==> config.mk <==
export PLATFORM = sky130hd
export DESIGN_NAME = base58_address_decoder
export DESIGN_NICKNAME = d
export VERILOG_FILES = /design/src/hw/rtl/b58_pkg.sv /design/src/hw/rtl/b58_cell.sv /design/src/hw/rtl/b58_obuf.sv /design/src/hw/rtl/base58_address_decoder.sv
export VERILOG_INCLUDE_DIRS = /design/src /design/src/hw/rtl
export SDC_FILE = /design/constraint.sdc
export NUM_CORES = 2
export LEC_CHECK = 0
export BUFFER_PORTS_ARGS = -buffer_cell sky130_fd_sc_hd__buf_4
export CORE_ASPECT_RATIO = 0.8
export CORE_MARGIN = 4
export CORE_UTILIZATION = 65
export CTS_CLUSTER_DIAMETER = 200
export CTS_CLUSTER_SIZE = 28
export DETAILED_ROUTE_END_ITERATION = 6
export PLACE_DENSITY = 0.84
export SYNTH_ARGS = -nofsm -noshare
export SYNTH_HDL_FRONTEND = slang
export SYNTH_SLANG_ARGS = --single-unit
==> constraint.sdc <==
create_clock -name clk -period 11 [get_ports clk]
set_input_delay 1.65 -clock clk [delete_from_list [all_inputs] [get_ports clk]]
set_output_delay 1.65 -clock clk [all_outputs]
set_load 0.05 [all_outputs]
==> src/hw/rtl/base58_address_decoder_defines.svh <==
// ----------------------------------------------------------------------------
// base58 address decoder assertion macros
// shared property wrappers, clocked on clk and disabled during rst
// ----------------------------------------------------------------------------
`ifndef BASE58_ADDRESS_DECODER_DEFINES_SVH
`define BASE58_ADDRESS_DECODER_DEFINES_SVH

// same-cycle implication
`define B58_ASSERT_NOW(label, ante, cons, msg) \
  label: assert property (@(posedge clk) disable iff (rst) (ante) |-> (cons)) else $error(msg);

// next-cycle implication
`define B58_ASSERT_NEXT(label, ante, cons, msg) \
  label: assert property (@(posedge clk) disable iff (rst) (ante) |=> (cons)) else $error(msg);

`endif

==> src/hw/rtl/b58_pkg.sv <==
// ----------------------------------------------------------------------------
// b58_pkg
// types, constants and the symbol lookup for the base58 address decoder
// ----------------------------------------------------------------------------
`default_nettype none

package b58_pkg;

  localparam int B58_DECODED_BYTES = 25;
  localparam int B58_RADIX         = 58;
  localparam logic [5:0] B58_MIN_LEN = 6'd26;
  localparam logic [5:0] B58_MAX_LEN = 6'd35;
  localparam logic [5:0] B58_CNT_MAX = 6'd63;
  localparam logic [7:0] B58_VER_P2PKH = 8'h31; // '1'
  localparam logic [7:0] B58_VER_P2SH  = 8'h33; // '3'

  typedef enum logic [2:0] {
    ST_OK       = 3'd0,
    ST_BAD_LEN  = 3'd1,
    ST_BAD_VER  = 3'd2,
    ST_BAD_CHAR = 3'd3,
    ST_OVERFLOW = 3'd4
  } b58_status_t;

  // one step travelling down the cell row
  typedef struct packed {
    logic        en;     // step updates the accumulator
    logic        first;  // first character of an address
    logic        last;   // last character of an address
    logic        cap;    // last step whose length and version passed
    logic        bad;    // invalid character seen in this address
    b58_status_t pre;    // length / version verdict known at entry
    logic [5:0]  carry;  // digit at entry, carry between cells after
  } b58_tok_t;

  localparam b58_tok_t TOK_NULL = '{en: 1'b0, first: 1'b0, last: 1'b0, cap: 1'b0,
                                    bad: 1'b0, pre: ST_OK, carry: 6'd0};

  typedef struct packed {
    logic       ok;
    logic [5:0] val;
  } b58_digit_t;

  function automatic b58_digit_t b58_digit(input logic [7:0] c);
    b58_digit_t d;
    d.ok  = 1'b1;
    d.val = 6'd0;
    case (c) inside
      [8'h31:8'h39]: d.val = 6'(c - 8'h31);
      [8'h41:8'h48]: d.val = 6'(c - 8'h41 + 8'd9);
      [8'h4a:8'h4e]: d.val = 6'(c - 8'h4a + 8'd17);
      [8'h50:8'h5a]: d.val = 6'(c - 8'h50 + 8'd22);
      [8'h61:8'h6b]: d.val = 6'(c - 8'h61 + 8'd33);
      [8'h6d:8'h7a]: d.val = 6'(c - 8'h6d + 8'd44);
      default:       d.ok  = 1'b0;
    endcase
    return d;
  endfunction

endpackage

`default_nettype wire

==> src/hw/rtl/b58_cell.sv <==
// ----------------------------------------------------------------------------
// b58_cell
// one accumulator byte: times 58 plus incoming carry, carry on to the next cell
// ----------------------------------------------------------------------------
`default_nettype none

module b58_cell
  import b58_pkg::*;
(
  input  wire logic     clk,
  input  wire logic     rst,
  input  wire logic     adv,
  input  wire b58_tok_t tok_in,
  output b58_tok_t      tok_out,
  output logic [7:0]    shadow
);

  logic [7:0]  acc;
  logic [7:0]  acc_old;
  logic [7:0]  acc_next;
  logic [13:0] prod;
  b58_tok_t    tok_next;

  always_comb begin
    acc_old  = tok_in.first ? 8'd0 : acc;
    prod     = 14'(acc_old) * 14'(B58_RADIX) + 14'(tok_in.carry);
    acc_next = tok_in.en ? prod[7:0] : acc_old;
    tok_next = tok_in;
    tok_next.carry = tok_in.en ? prod[13:8] : 6'd0;
  end

  always_ff @(posedge clk) begin
    if (rst) begin
      tok_out <= TOK_NULL;
    end else if (adv) begin
      tok_out <= tok_next;
    end
  end

  // payload, no reset: each address starts with a first step
  always_ff @(posedge clk) begin
    if (adv) begin
      acc <= acc_next;
      if (tok_in.last && tok_in.cap) begin
        shadow <= acc_next;
      end
    end
  end

endmodule

`default_nettype wire

==> src/hw/rtl/b58_obuf.sv <==
// ----------------------------------------------------------------------------
// b58_obuf
// result buffer: holds the decoded bytes or one status item and drains them
// ----------------------------------------------------------------------------
`default_nettype none

module b58_obuf
  import b58_pkg::*;
#(
  parameter int DECODED_BYTES = B58_DECODED_BYTES
) (
  input  wire logic                          clk,
  input  wire logic                          rst,
  input  wire logic                          load,
  input  wire b58_status_t                   ld_status,
  input  wire logic [DECODED_BYTES-1:0][7:0] ld_bytes,
  input  wire logic                          ready,
  output logic                               valid,
  output logic                               can_load,
  output logic [7:0]                         byte_value,
  output logic [4:0]                         byte_index,
  output b58_status_t                        status,
  output logic                               last_result
);

  localparam int CW = $clog2(DECODED_BYTES + 1);

  logic [DECODED_BYTES-1:0][7:0] obuf;
  logic [CW-1:0]                 ocnt;
  logic [4:0]                    oidx;
  logic                          xfer;

  assign valid       = (ocnt != '0);
  assign xfer        = valid && ready;
  assign can_load    = (ocnt == '0) || ((ocnt == CW'(1)) && ready);
  assign byte_value  = obuf[0];
  assign byte_index  = oidx;
  assign last_result = (ocnt == CW'(1));

  always_ff @(posedge clk) begin
    if (rst) begin
      ocnt <= '0;
    end else if (load) begin
      ocnt <= (ld_status == ST_OK) ? CW'(DECODED_BYTES) : CW'(1);
    end else if (xfer) begin
      ocnt <= ocnt - CW'(1);
    end
  end

  always_ff @(posedge clk) begin
    if (load) begin
      oidx   <= 5'd0;
      status <= ld_status;
      if (ld_status == ST_OK) begin
        obuf <= ld_bytes;
      end else begin
        obuf[0] <= 8'd0;
      end
    end else if (xfer) begin
      oidx <= oidx + 5'd1;
      for (int i = 0; i < DECODED_BYTES - 1; i++) begin
        obuf[i] <= obuf[i+1];
      end
    end
  end

endmodule

`default_nettype wire

==> src/hw/rtl/base58_address_decoder.sv <==
// ----------------------------------------------------------------------------
// base58_address_decoder
// streaming base58 address decoder built as a row of byte cells
// ----------------------------------------------------------------------------
// usage:
//   s_* carries one address character per transfer, s_tlast on the last one.
//   m_* returns either DECODED_BYTES decoded bytes, most significant first,
//   with status ok, or a single status transfer (bad length, bad version
//   character, invalid character, overflow) with byte_value 0. m_tlast marks
//   the final transfer of each address.
// throughput: one character per cycle while s_tready is high. each character
//   enters the lsb cell and its carry ripples one cell per cycle toward the msb
//   cell, so up to DECODED_BYTES characters are in flight at once.
// path: the last character taken goes through the entry register, then the
//   step register of each cell from lsb to msb, then the result buffer load.
// stall: when m_tready is low and a finished address reaches the end of the
//   row while the result buffer is still busy, the whole row holds and
//   s_tready drops. a second length/version-clean address may not end while
//   an earlier one is still in the row, which only matters when
//   DECODED_BYTES exceeds 25.
// reset: rst clears the counters, the in-flight steps and the result buffer;
//   accumulator bytes are cleared by the first character of each address.
// ----------------------------------------------------------------------------
`default_nettype none

`include "base58_address_decoder_defines.svh"

module base58_address_decoder
  import b58_pkg::*;
#(
  parameter int DECODED_BYTES = B58_DECODED_BYTES
) (
  input  wire logic        clk,
  input  wire logic        rst,
  input  wire logic        s_tvalid,
  output logic             s_tready,
  input  wire logic [7:0]  s_tdata,   // [7:0] char_code
  input  wire logic        s_tlast,   // last_char
  output logic             m_tvalid,
  input  wire logic        m_tready,
  output logic [15:0]      m_tdata,   // [7:0] byte_value, [12:8] byte_index, [15:13] status
  output logic             m_tlast    // last_result
);

  // entry side counters for the address being received
  logic [5:0] char_count;
  logic       version_ok;
  logic       bad_seen;
  logic       cap_busy;

  logic       adv;
  logic       accept;
  logic       first;
  logic [5:0] cnt_new;
  logic       ver_new;
  logic       bad_prev;
  b58_digit_t dig;
  b58_status_t pre;
  logic       in_cap;
  b58_tok_t   tok_new;

  // toks[DECODED_BYTES] is the entry register, toks[0] leaves the msb cell
  b58_tok_t                      toks [DECODED_BYTES+1];
  logic [DECODED_BYTES-1:0][7:0] shadows;

  // end of row
  logic        ovf_sticky;
  logic        ovf_eff;
  logic        exit_last;
  b58_status_t fin_status;
  logic        load;

  logic        ob_can_load;
  logic [7:0]  byte_value;
  logic [4:0]  byte_index;
  b58_status_t status;

  // character classification and length / version verdict
  always_comb begin
    first    = (char_count == 6'd0);
    dig      = b58_digit(s_tdata);
    cnt_new  = first ? 6'd1 : ((char_count == B58_CNT_MAX) ? char_count : char_count + 6'd1);
    ver_new  = first ? ((s_tdata == B58_VER_P2PKH) || (s_tdata == B58_VER_P2SH)) : version_ok;
    bad_prev = first ? 1'b0 : bad_seen;
    if ((cnt_new < B58_MIN_LEN) || (cnt_new > B58_MAX_LEN)) begin
      pre = ST_BAD_LEN;
    end else if (!ver_new) begin
      pre = ST_BAD_VER;
    end else begin
      pre = ST_OK;
    end
    in_cap = s_tlast && (pre == ST_OK);

    tok_new.en    = dig.ok && !bad_prev;
    tok_new.first = first;
    tok_new.last  = s_tlast;
    tok_new.cap   = in_cap;
    tok_new.bad   = bad_prev || !dig.ok;
    tok_new.pre   = pre;
    tok_new.carry = dig.val;
  end

  // the row moves unless a finished address cannot enter the result buffer;
  // the shadows free up on the edge where the parked address loads
  assign exit_last = toks[0].last;
  assign adv       = !exit_last || ob_can_load;
  assign s_tready  = adv && !(cap_busy && in_cap && !(load && toks[0].cap));
  assign accept    = s_tvalid && s_tready;
  assign load      = adv && exit_last;

  always_ff @(posedge clk) begin
    if (rst) begin
      char_count <= 6'd0;
      version_ok <= 1'b0;
      bad_seen   <= 1'b0;
    end else if (accept) begin
      if (s_tlast) begin
        char_count <= 6'd0;
        version_ok <= 1'b0;
        bad_seen   <= 1'b0;
      end else begin
        char_count <= cnt_new;
        version_ok <= ver_new;
        bad_seen   <= tok_new.bad;
      end
    end
  end

  // entry register: a null step fills the row when nothing is offered
  always_ff @(posedge clk) begin
    if (rst) begin
      toks[DECODED_BYTES] <= TOK_NULL;
    end else if (adv) begin
      toks[DECODED_BYTES] <= accept ? tok_new : TOK_NULL;
    end
  end

  // only one clean address may have its bytes parked in the shadows
  always_ff @(posedge clk) begin
    if (rst) begin
      cap_busy <= 1'b0;
    end else if (accept && in_cap) begin
      cap_busy <= 1'b1;
    end else if (load && toks[0].cap) begin
      cap_busy <= 1'b0;
    end
  end

  // cell DECODED_BYTES-1 holds the least significant byte
  for (genvar k = 0; k < DECODED_BYTES; k++) begin : g_row
    b58_cell u_cell (
      .clk     (clk),
      .rst     (rst),
      .adv     (adv),
      .tok_in  (toks[k+1]),
      .tok_out (toks[k]),
      .shadow  (shadows[k])
    );
  end

  // carry out of the msb cell on a live step is an overflow; it outranks a
  // later invalid character since steps after an invalid one carry nothing
  always_comb begin
    ovf_eff = (toks[0].first ? 1'b0 : ovf_sticky) ||
              (toks[0].en && (toks[0].carry != 6'd0));
    if (toks[0].pre != ST_OK) begin
      fin_status = toks[0].pre;
    end else if (ovf_eff) begin
      fin_status = ST_OVERFLOW;
    end else if (toks[0].bad) begin
      fin_status = ST_BAD_CHAR;
    end else begin
      fin_status = ST_OK;
    end
  end

  always_ff @(posedge clk) begin
    if (rst) begin
      ovf_sticky <= 1'b0;
    end else if (adv) begin
      ovf_sticky <= toks[0].last ? 1'b0 : ovf_eff;
    end
  end

  b58_obuf #(
    .DECODED_BYTES (DECODED_BYTES)
  ) u_obuf (
    .clk         (clk),
    .rst         (rst),
    .load        (load),
    .ld_status   (fin_status),
    .ld_bytes    (shadows),
    .ready       (m_tready),
    .valid       (m_tvalid),
    .can_load    (ob_can_load),
    .byte_value  (byte_value),
    .byte_index  (byte_index),
    .status      (status),
    .last_result (m_tlast)
  );

  assign m_tdata = {status, byte_index, byte_value};

  // error transfers carry a zero byte and close the address
  `B58_ASSERT_NOW(a_err_item, m_tvalid && (status != ST_OK), (byte_value == 8'd0) && m_tlast, "error transfer malformed")
  // a finished address always shows up at the output next cycle
  `B58_ASSERT_NEXT(a_load_valid, load, m_tvalid, "loaded result not presented")
  // idle steps never carry anything out of the row
  `B58_ASSERT_NOW(a_null_carry, !toks[0].en, toks[0].carry == 6'd0, "carry on disabled step")

endmodule

`default_nettype wire
# Word level (Yosys, flattened, before mapping)
# Index checks and enable logic that the tools add are counted.
# totals
out_inout_bits	19
elab_cells	549
reg_bits	987
inputBits	13
# op_classes
n_eq_ne	5
addsub	39
multipliers	25
reduce_logical	90
magnitude_cmp	14
n_mux	111
# op_table
operator	n
8-bit two-way mux	51
192-bit two-way mux	2
14-bit by 6-bit adder with 14-bit output	25
8-bit by 5-bit multiplier with 13-bit output, second input constant	25
6-bit two-way mux	34
184-bit two-way mux	1
2-bit AND reduction	27
1-bit logical AND	43
8-bit by 7-bit greater-or-equal comparator with 1-bit output, second input constant	5
8-bit by 7-bit <= comparator with 1-bit output, second input constant	5
6-bit subtractor, second input constant	3
8-bit by 6-bit == test with 1-bit output, second input constant	2
5-bit two-way mux	3
1-bit two-way mux	14
14-bit two-way mux	1
6-bit by 5-bit adder with 6-bit output, second input constant	2
6-bit adder, second input constant	2
8-bit by 6-bit greater-or-equal comparator with 1-bit output, second input constant	1
8-bit by 6-bit <= comparator with 1-bit output, second input constant	1
6-bit by 1-bit adder with 6-bit output, second input constant	1
6-bit by 4-bit adder with 6-bit output, second input constant	1
6-bit == test, second input constant	1
6-bit greater-than comparator, second input constant	1
3-bit zero test	2
other kinds (18)	31

# Logic depth before layout (Yosys ltp)
# logic_depth
ltp_word	15
ltp_mapped	18
depth_no_buf	17

# Cells and area by module
# A second synthesis with hierarchy kept.
# unflattened
hier_cells	7052
hier_area_um2	71667.5
# modules_own_cells
module	n_inst	seq_area_each_um2	cells_per_inst	area_each_um2
b58_cell (g_row[17].u_cell ...)	9	760.7	258	2427.3
b58_cell (g_row[0].u_cell ...)	7	760.7	248	2422.3
b58_cell (g_row[19].u_cell ...)	4	760.7	246	2401.1
b58_obuf	1	6296.0	493	9017.4
b58_cell (g_row[9].u_cell)	1	760.7	248	2453.6
b58_cell (g_row[16].u_cell)	1	760.7	253	2443.6
b58_cell (g_row[22].u_cell)	1	760.7	248	2424.8
b58_cell (g_row[8].u_cell)	1	760.7	250	2399.8
b58_cell (g_row[18].u_cell)	1	760.7	246	2394.8
base58_address_decoder	1	460.4	272	2127.0

# Least setup slack after synthesis
# Ideal clock, no wire load.
# synth_timing
kind	in2reg
from	input m_tready
to	register g_row[0].u_cell.acc[0] (enable)
t_arrival_ps	8067
path_stages	7
required_ps	10358
setup_slack_ps	2291
setup_ps	642
cell_sequence	a21oi_1 > nor2b_1 > nor2b_1 > clkbuf_1 > clkinv_1 > clkbuf_1 > clkbuf_1
# synth_between
elab_chain_cells	3
# synth_rtl
item	line	rtl
start, declared	base58_address_decoder.sv:40	input wire logic m_tready,
1-bit logical AND	b58_obuf.sv:35	assign can_load = (ocnt == '0) || ((ocnt == CW'(1)) && ready);
1-bit logical OR	b58_obuf.sv:35	
1-bit logical OR	base58_address_decoder.sv:106	assign adv = !exit_last || ob_can_load;
via adv	base58_address_decoder.sv:51	logic adv;
end signal, assigned	b58_cell.sv:43	acc <= acc_next;
end, declared	b58_cell.sv:18	logic [7:0] acc;
# The timed path passes the listed nets, and every way through them passes these cells.
# A chain may end at the register's enable or synchronous reset.

# Worst setup path after layout
# layout_timing
from	input m_tready
to	output s_tready
# layout_between
elab_chain_cells	9
# layout_rtl
item	line	rtl
1-bit logical AND (*)	b58_obuf.sv:35	
1-bit logical OR (*)	b58_obuf.sv:35	
1-bit logical OR (*)	base58_address_decoder.sv:106	
1-bit logical AND	base58_address_decoder.sv:109	assign load = adv && exit_last;
1-bit logical AND	base58_address_decoder.sv:107	assign s_tready = adv && !(cap_busy && in_cap && !(load && toks[0].cap));
1-bit zero test	base58_address_decoder.sv:107	
1-bit logical AND	base58_address_decoder.sv:107	
1-bit zero test	base58_address_decoder.sv:107	
1-bit logical AND (*)	base58_address_decoder.sv:107	
end, declared	base58_address_decoder.sv:36	output logic s_tready,
# Every way passes the cells marked *; elsewhere a longest branch is shown, timed or not.

==> results.json <==
{
  "status": "complete, no violations",
  "path_cells": "buf_4 -> a21oi_1 -> nor2b_1 -> nand2_4 -> inv_6 -> a21boi_0 -> a31oi_1 -> buf_4",
  "synthFlopType": "edfxtp_1",
  "core_area_sq_mm": 0.103,
  "grt_pass1_vias": 48708,
  "die_y_microns": 296,
  "io_buffers": 31,
  "tns_ns": 0,
  "fmax_ghz": 0.162,
  "ant_nets": 0,
  "post_cts_buffers": 0,
  "syn2layout_area_growth_pct": 3.54,
  "slowest_stage": "inv_6",
  "antenna_found_initial": 2,
  "grt_pass1_wl_mm": 240,
  "startpoint": "m_tready",
  "synth-seq-cells": 961,
  "arrival_ns": 4.54,
  "holdBufCountCts": 0,
  "p_leak_nw": 33.5,
  "dp_cells": 8324,
  "fin_nets": 7955,
  "synth_nets": 8116,
  "hold_viol": 0,
  "hpwl_mm": 107,
  "layout-drive-gt1-share_pct": 3.31,
  "ys_seq_area_share_pct": 37.6,
  "cellPowerDensity_mw_per_mm2": 86.6,
  "syn_area_sq_mm": 0.0673,
  "routed_wl_mm": 144,
  "synth.mux.area_fraction_pct": 1.72,
  "layout_common_cells": "1235 x nand2_1, 792 x ha_1, 603 x edfxtp_1",
  "final_max_slew_viol_count": 0,
  "grt_max_degree": 149,
  "finalSetupViolCount": 0,
  "rows": 105,
  "yosys_warnings": 0,
  "peakVddDrop_mv": 0.102,
  "synth_xor_area_share_pct": 7.43,
  "crit_required_ns": 9.35,
  "clock-skew-final_ns": 0.0370,
  "min_from": "g_row[24].u_cell.shadow[7]$_DFFE_PP_",
  "detailroute.via_count": 49712,
  "critPathTopFamily": "buffers and inverters",
  "crit_top_cell": "buf_4",
  "htreeDepth": 2,
  "synth_compound_area_share_pct": 11.8,
  "layout_commonest_cell": "nand2_1",
  "hold_path_class": "flip-flop to flip-flop",
  "cts_buffer_depth": 3,
  "synth_edf_count": 603,
  "die_area_sq_mm": 0.109,
  "clock-root-buffer": "clkbuf_16",
  "crit_fanout": 84,
  "clock_latency_ns": 0.64,
  "grt_overflow": 0,
  "fp.dieW_microns": 368,
  "min_period_over_period_pct": 56.3,
  "cts_sinks": 961,
  "worstSetupEndpointType": "output port",
  "r2r_start": "g_row[11].u_cell.tok_out[12]$_SDFFE_PP0P_",
  "rsz0062_at_grt": "false",
  "synthSimpleGateAreaFrac_pct": 17.0,
  "critPathBufInv": 3,
  "maxSlewHeadroom_pct": 13.8,
  "syn_area_per_cell_sq_um": 9.43,
  "async_flop_share_pct": 0,
  "crit_type": "primary input to output port",
  "numCtsBuffers": 40,
  "io_pins": 32,
  "drt-pass1-iter-count": 5,
  "crit_path_max_incr_delay_ns": 0.72,
  "startpoint_type": "primary input",
  "routedWlPerCell_microns": 17.2,
  "final_cells": 8397,
  "synth-adder-area-share_pct": 20.2,
  "initial_utilization_pct": 65.6,
  "drt_iter0_drc": 4310,
  "grtUsageTotal_pct": 26.2,
  "place_congestion": 0.877,
  "cts_resized": 0,
  "drc": 0,
  "max-cap-violations": 0,
  "cts_tree": "built",
  "synth.distinct_cells": 80,
  "finalCriticalPeriod_ns": 6.19,
  "syn_inst": 7136,
  "path_clk_slew_ns": 0.10,
  "worst_slew_pin_slew_ns": 1.29,
  "vias_per_cell": 5.92,
  "synth_top_family_by_area": "adder cells"
}
## state kept, by name, indices dropped and copies added (netlist names)
| name | cells |
|---|---|
| u_obuf.byte_index | 5 |
| bad_seen | 1 |
| u_obuf.byte_value | 8 |
| g_row.u_cell.shadow | 200 |
| u_obuf.obuf | 192 |
| u_obuf.ocnt | 5 |
| u_obuf.status | 3 |
| ovf_sticky | 1 |
| g_row.u_cell.tok_out | 325 |
| g_row.u_cell.acc | 200 |
| toks | 13 |
| char_count | 6 |
| version_ok | 1 |
| cap_busy | 1 |
## final timing paths
path | cells after the start | endpoint | slack (ns)
worst max-delay path | 8 | s_tready | 4.81
worst min-delay path | 0 | u_obuf.obuf[199]$_DFFE_PP_ | 0.43
worst max register to register | 14 | g_row[10].u_cell.tok_out[5]$_SDFFE_PP0P_ | 6.04
worst min register to register | 0 | u_obuf.obuf[199]$_DFFE_PP_ | 0.43
## area by class of cell
cell class	instances	area, sq um
inverters	499	1890
repair buffers	52	423
clock inverters	3	37.5
clock buffers	69	1130
multi-input cells	5421	39200
diodes	1	2.50
fillers	7691	32900
well taps	1391	1740
flip-flops and latches	961	25300
## routing by layer
metal	vias up	GRT usage, %	routed length [microns]
met5	-	0	0
met4	0	5.14	2180
met3	172	2.61	8340
met2	1431	44.0	67400
met1	23870	37.4	66200
li1	24239	-	-
## cell families (layout without fill, tap and decap cells)
| kind of cell | Yosys count | count (layout) |
|---|---|---|
| and+or+nand+nor | 2445 | 2445 |
| buffers and inverters | 754 | 623 |
| AOI/OAI and AO/OA | 1310 | 1310 |
| muxes | 107 | 107 |
| adders and majority gates | 988 | 988 |
| DFF | 961 | 961 |
| xor gates and xnor gates | 571 | 571 |
| other | 0 | 1 |
## power breakdown
group | total (W) | switching [W] | internal, W
logic | 0.000383 | 0.000236 | 0.000147
registers | 0.00382 | 0.0000138 | 0.00380
clock network | 0.00183 | 0.00111 | 0.000722
total | 0.00603 | 0.00136 | 0.00467
## per-stage QoR
step | setup slack [ns] | power [W] | util, % | hold slack, ns | cell area, sq um
after floorplan | 2.29 | 0.00418 | - | 0.400 | 67300
after global placement | 4.82 | 0.00426 | 66.8 | 0.405 | 68500
after detailed placement | 4.78 | 0.00428 | 66.8 | 0.410 | 68500
after CTS | 4.74 | 0.00605 | 67.9 | 0.435 | 69700
after global routing | 4.60 | 0.00623 | 67.9 | 0.440 | 69700
final | 4.81 | 0.00603 | 67.9 | 0.435 | 69700
## synthesized netlist by cell type, drive strengths merged (40+ instances only)
cell type	number	share of area, %
nor3b	46	0.51
nand2b	102	0.95
nor3	115	0.86
or2	50	0.46
and2	74	0.69
a21o	134	1.5
nand4	48	0.45
xor2	201	2.6
clkbuf	228	1.3
a211oi	46	0.51
mux2i	40	0.59
nand2	1236	6.9
or3	66	0.61
nor2	308	1.7
nand3	114	0.85
ha	792	15
dfxtp	358	11
mux2	67	1.1
inv	494	2.8
fa	175	5.2
edfxtp	603	27
o21a	74	0.83
and3b	48	0.62
xnor2	370	4.8
o21ai	333	2.5
a21oi	485	3.6
nor2b	153	1.4
Power figures use the tool's default switching activity.
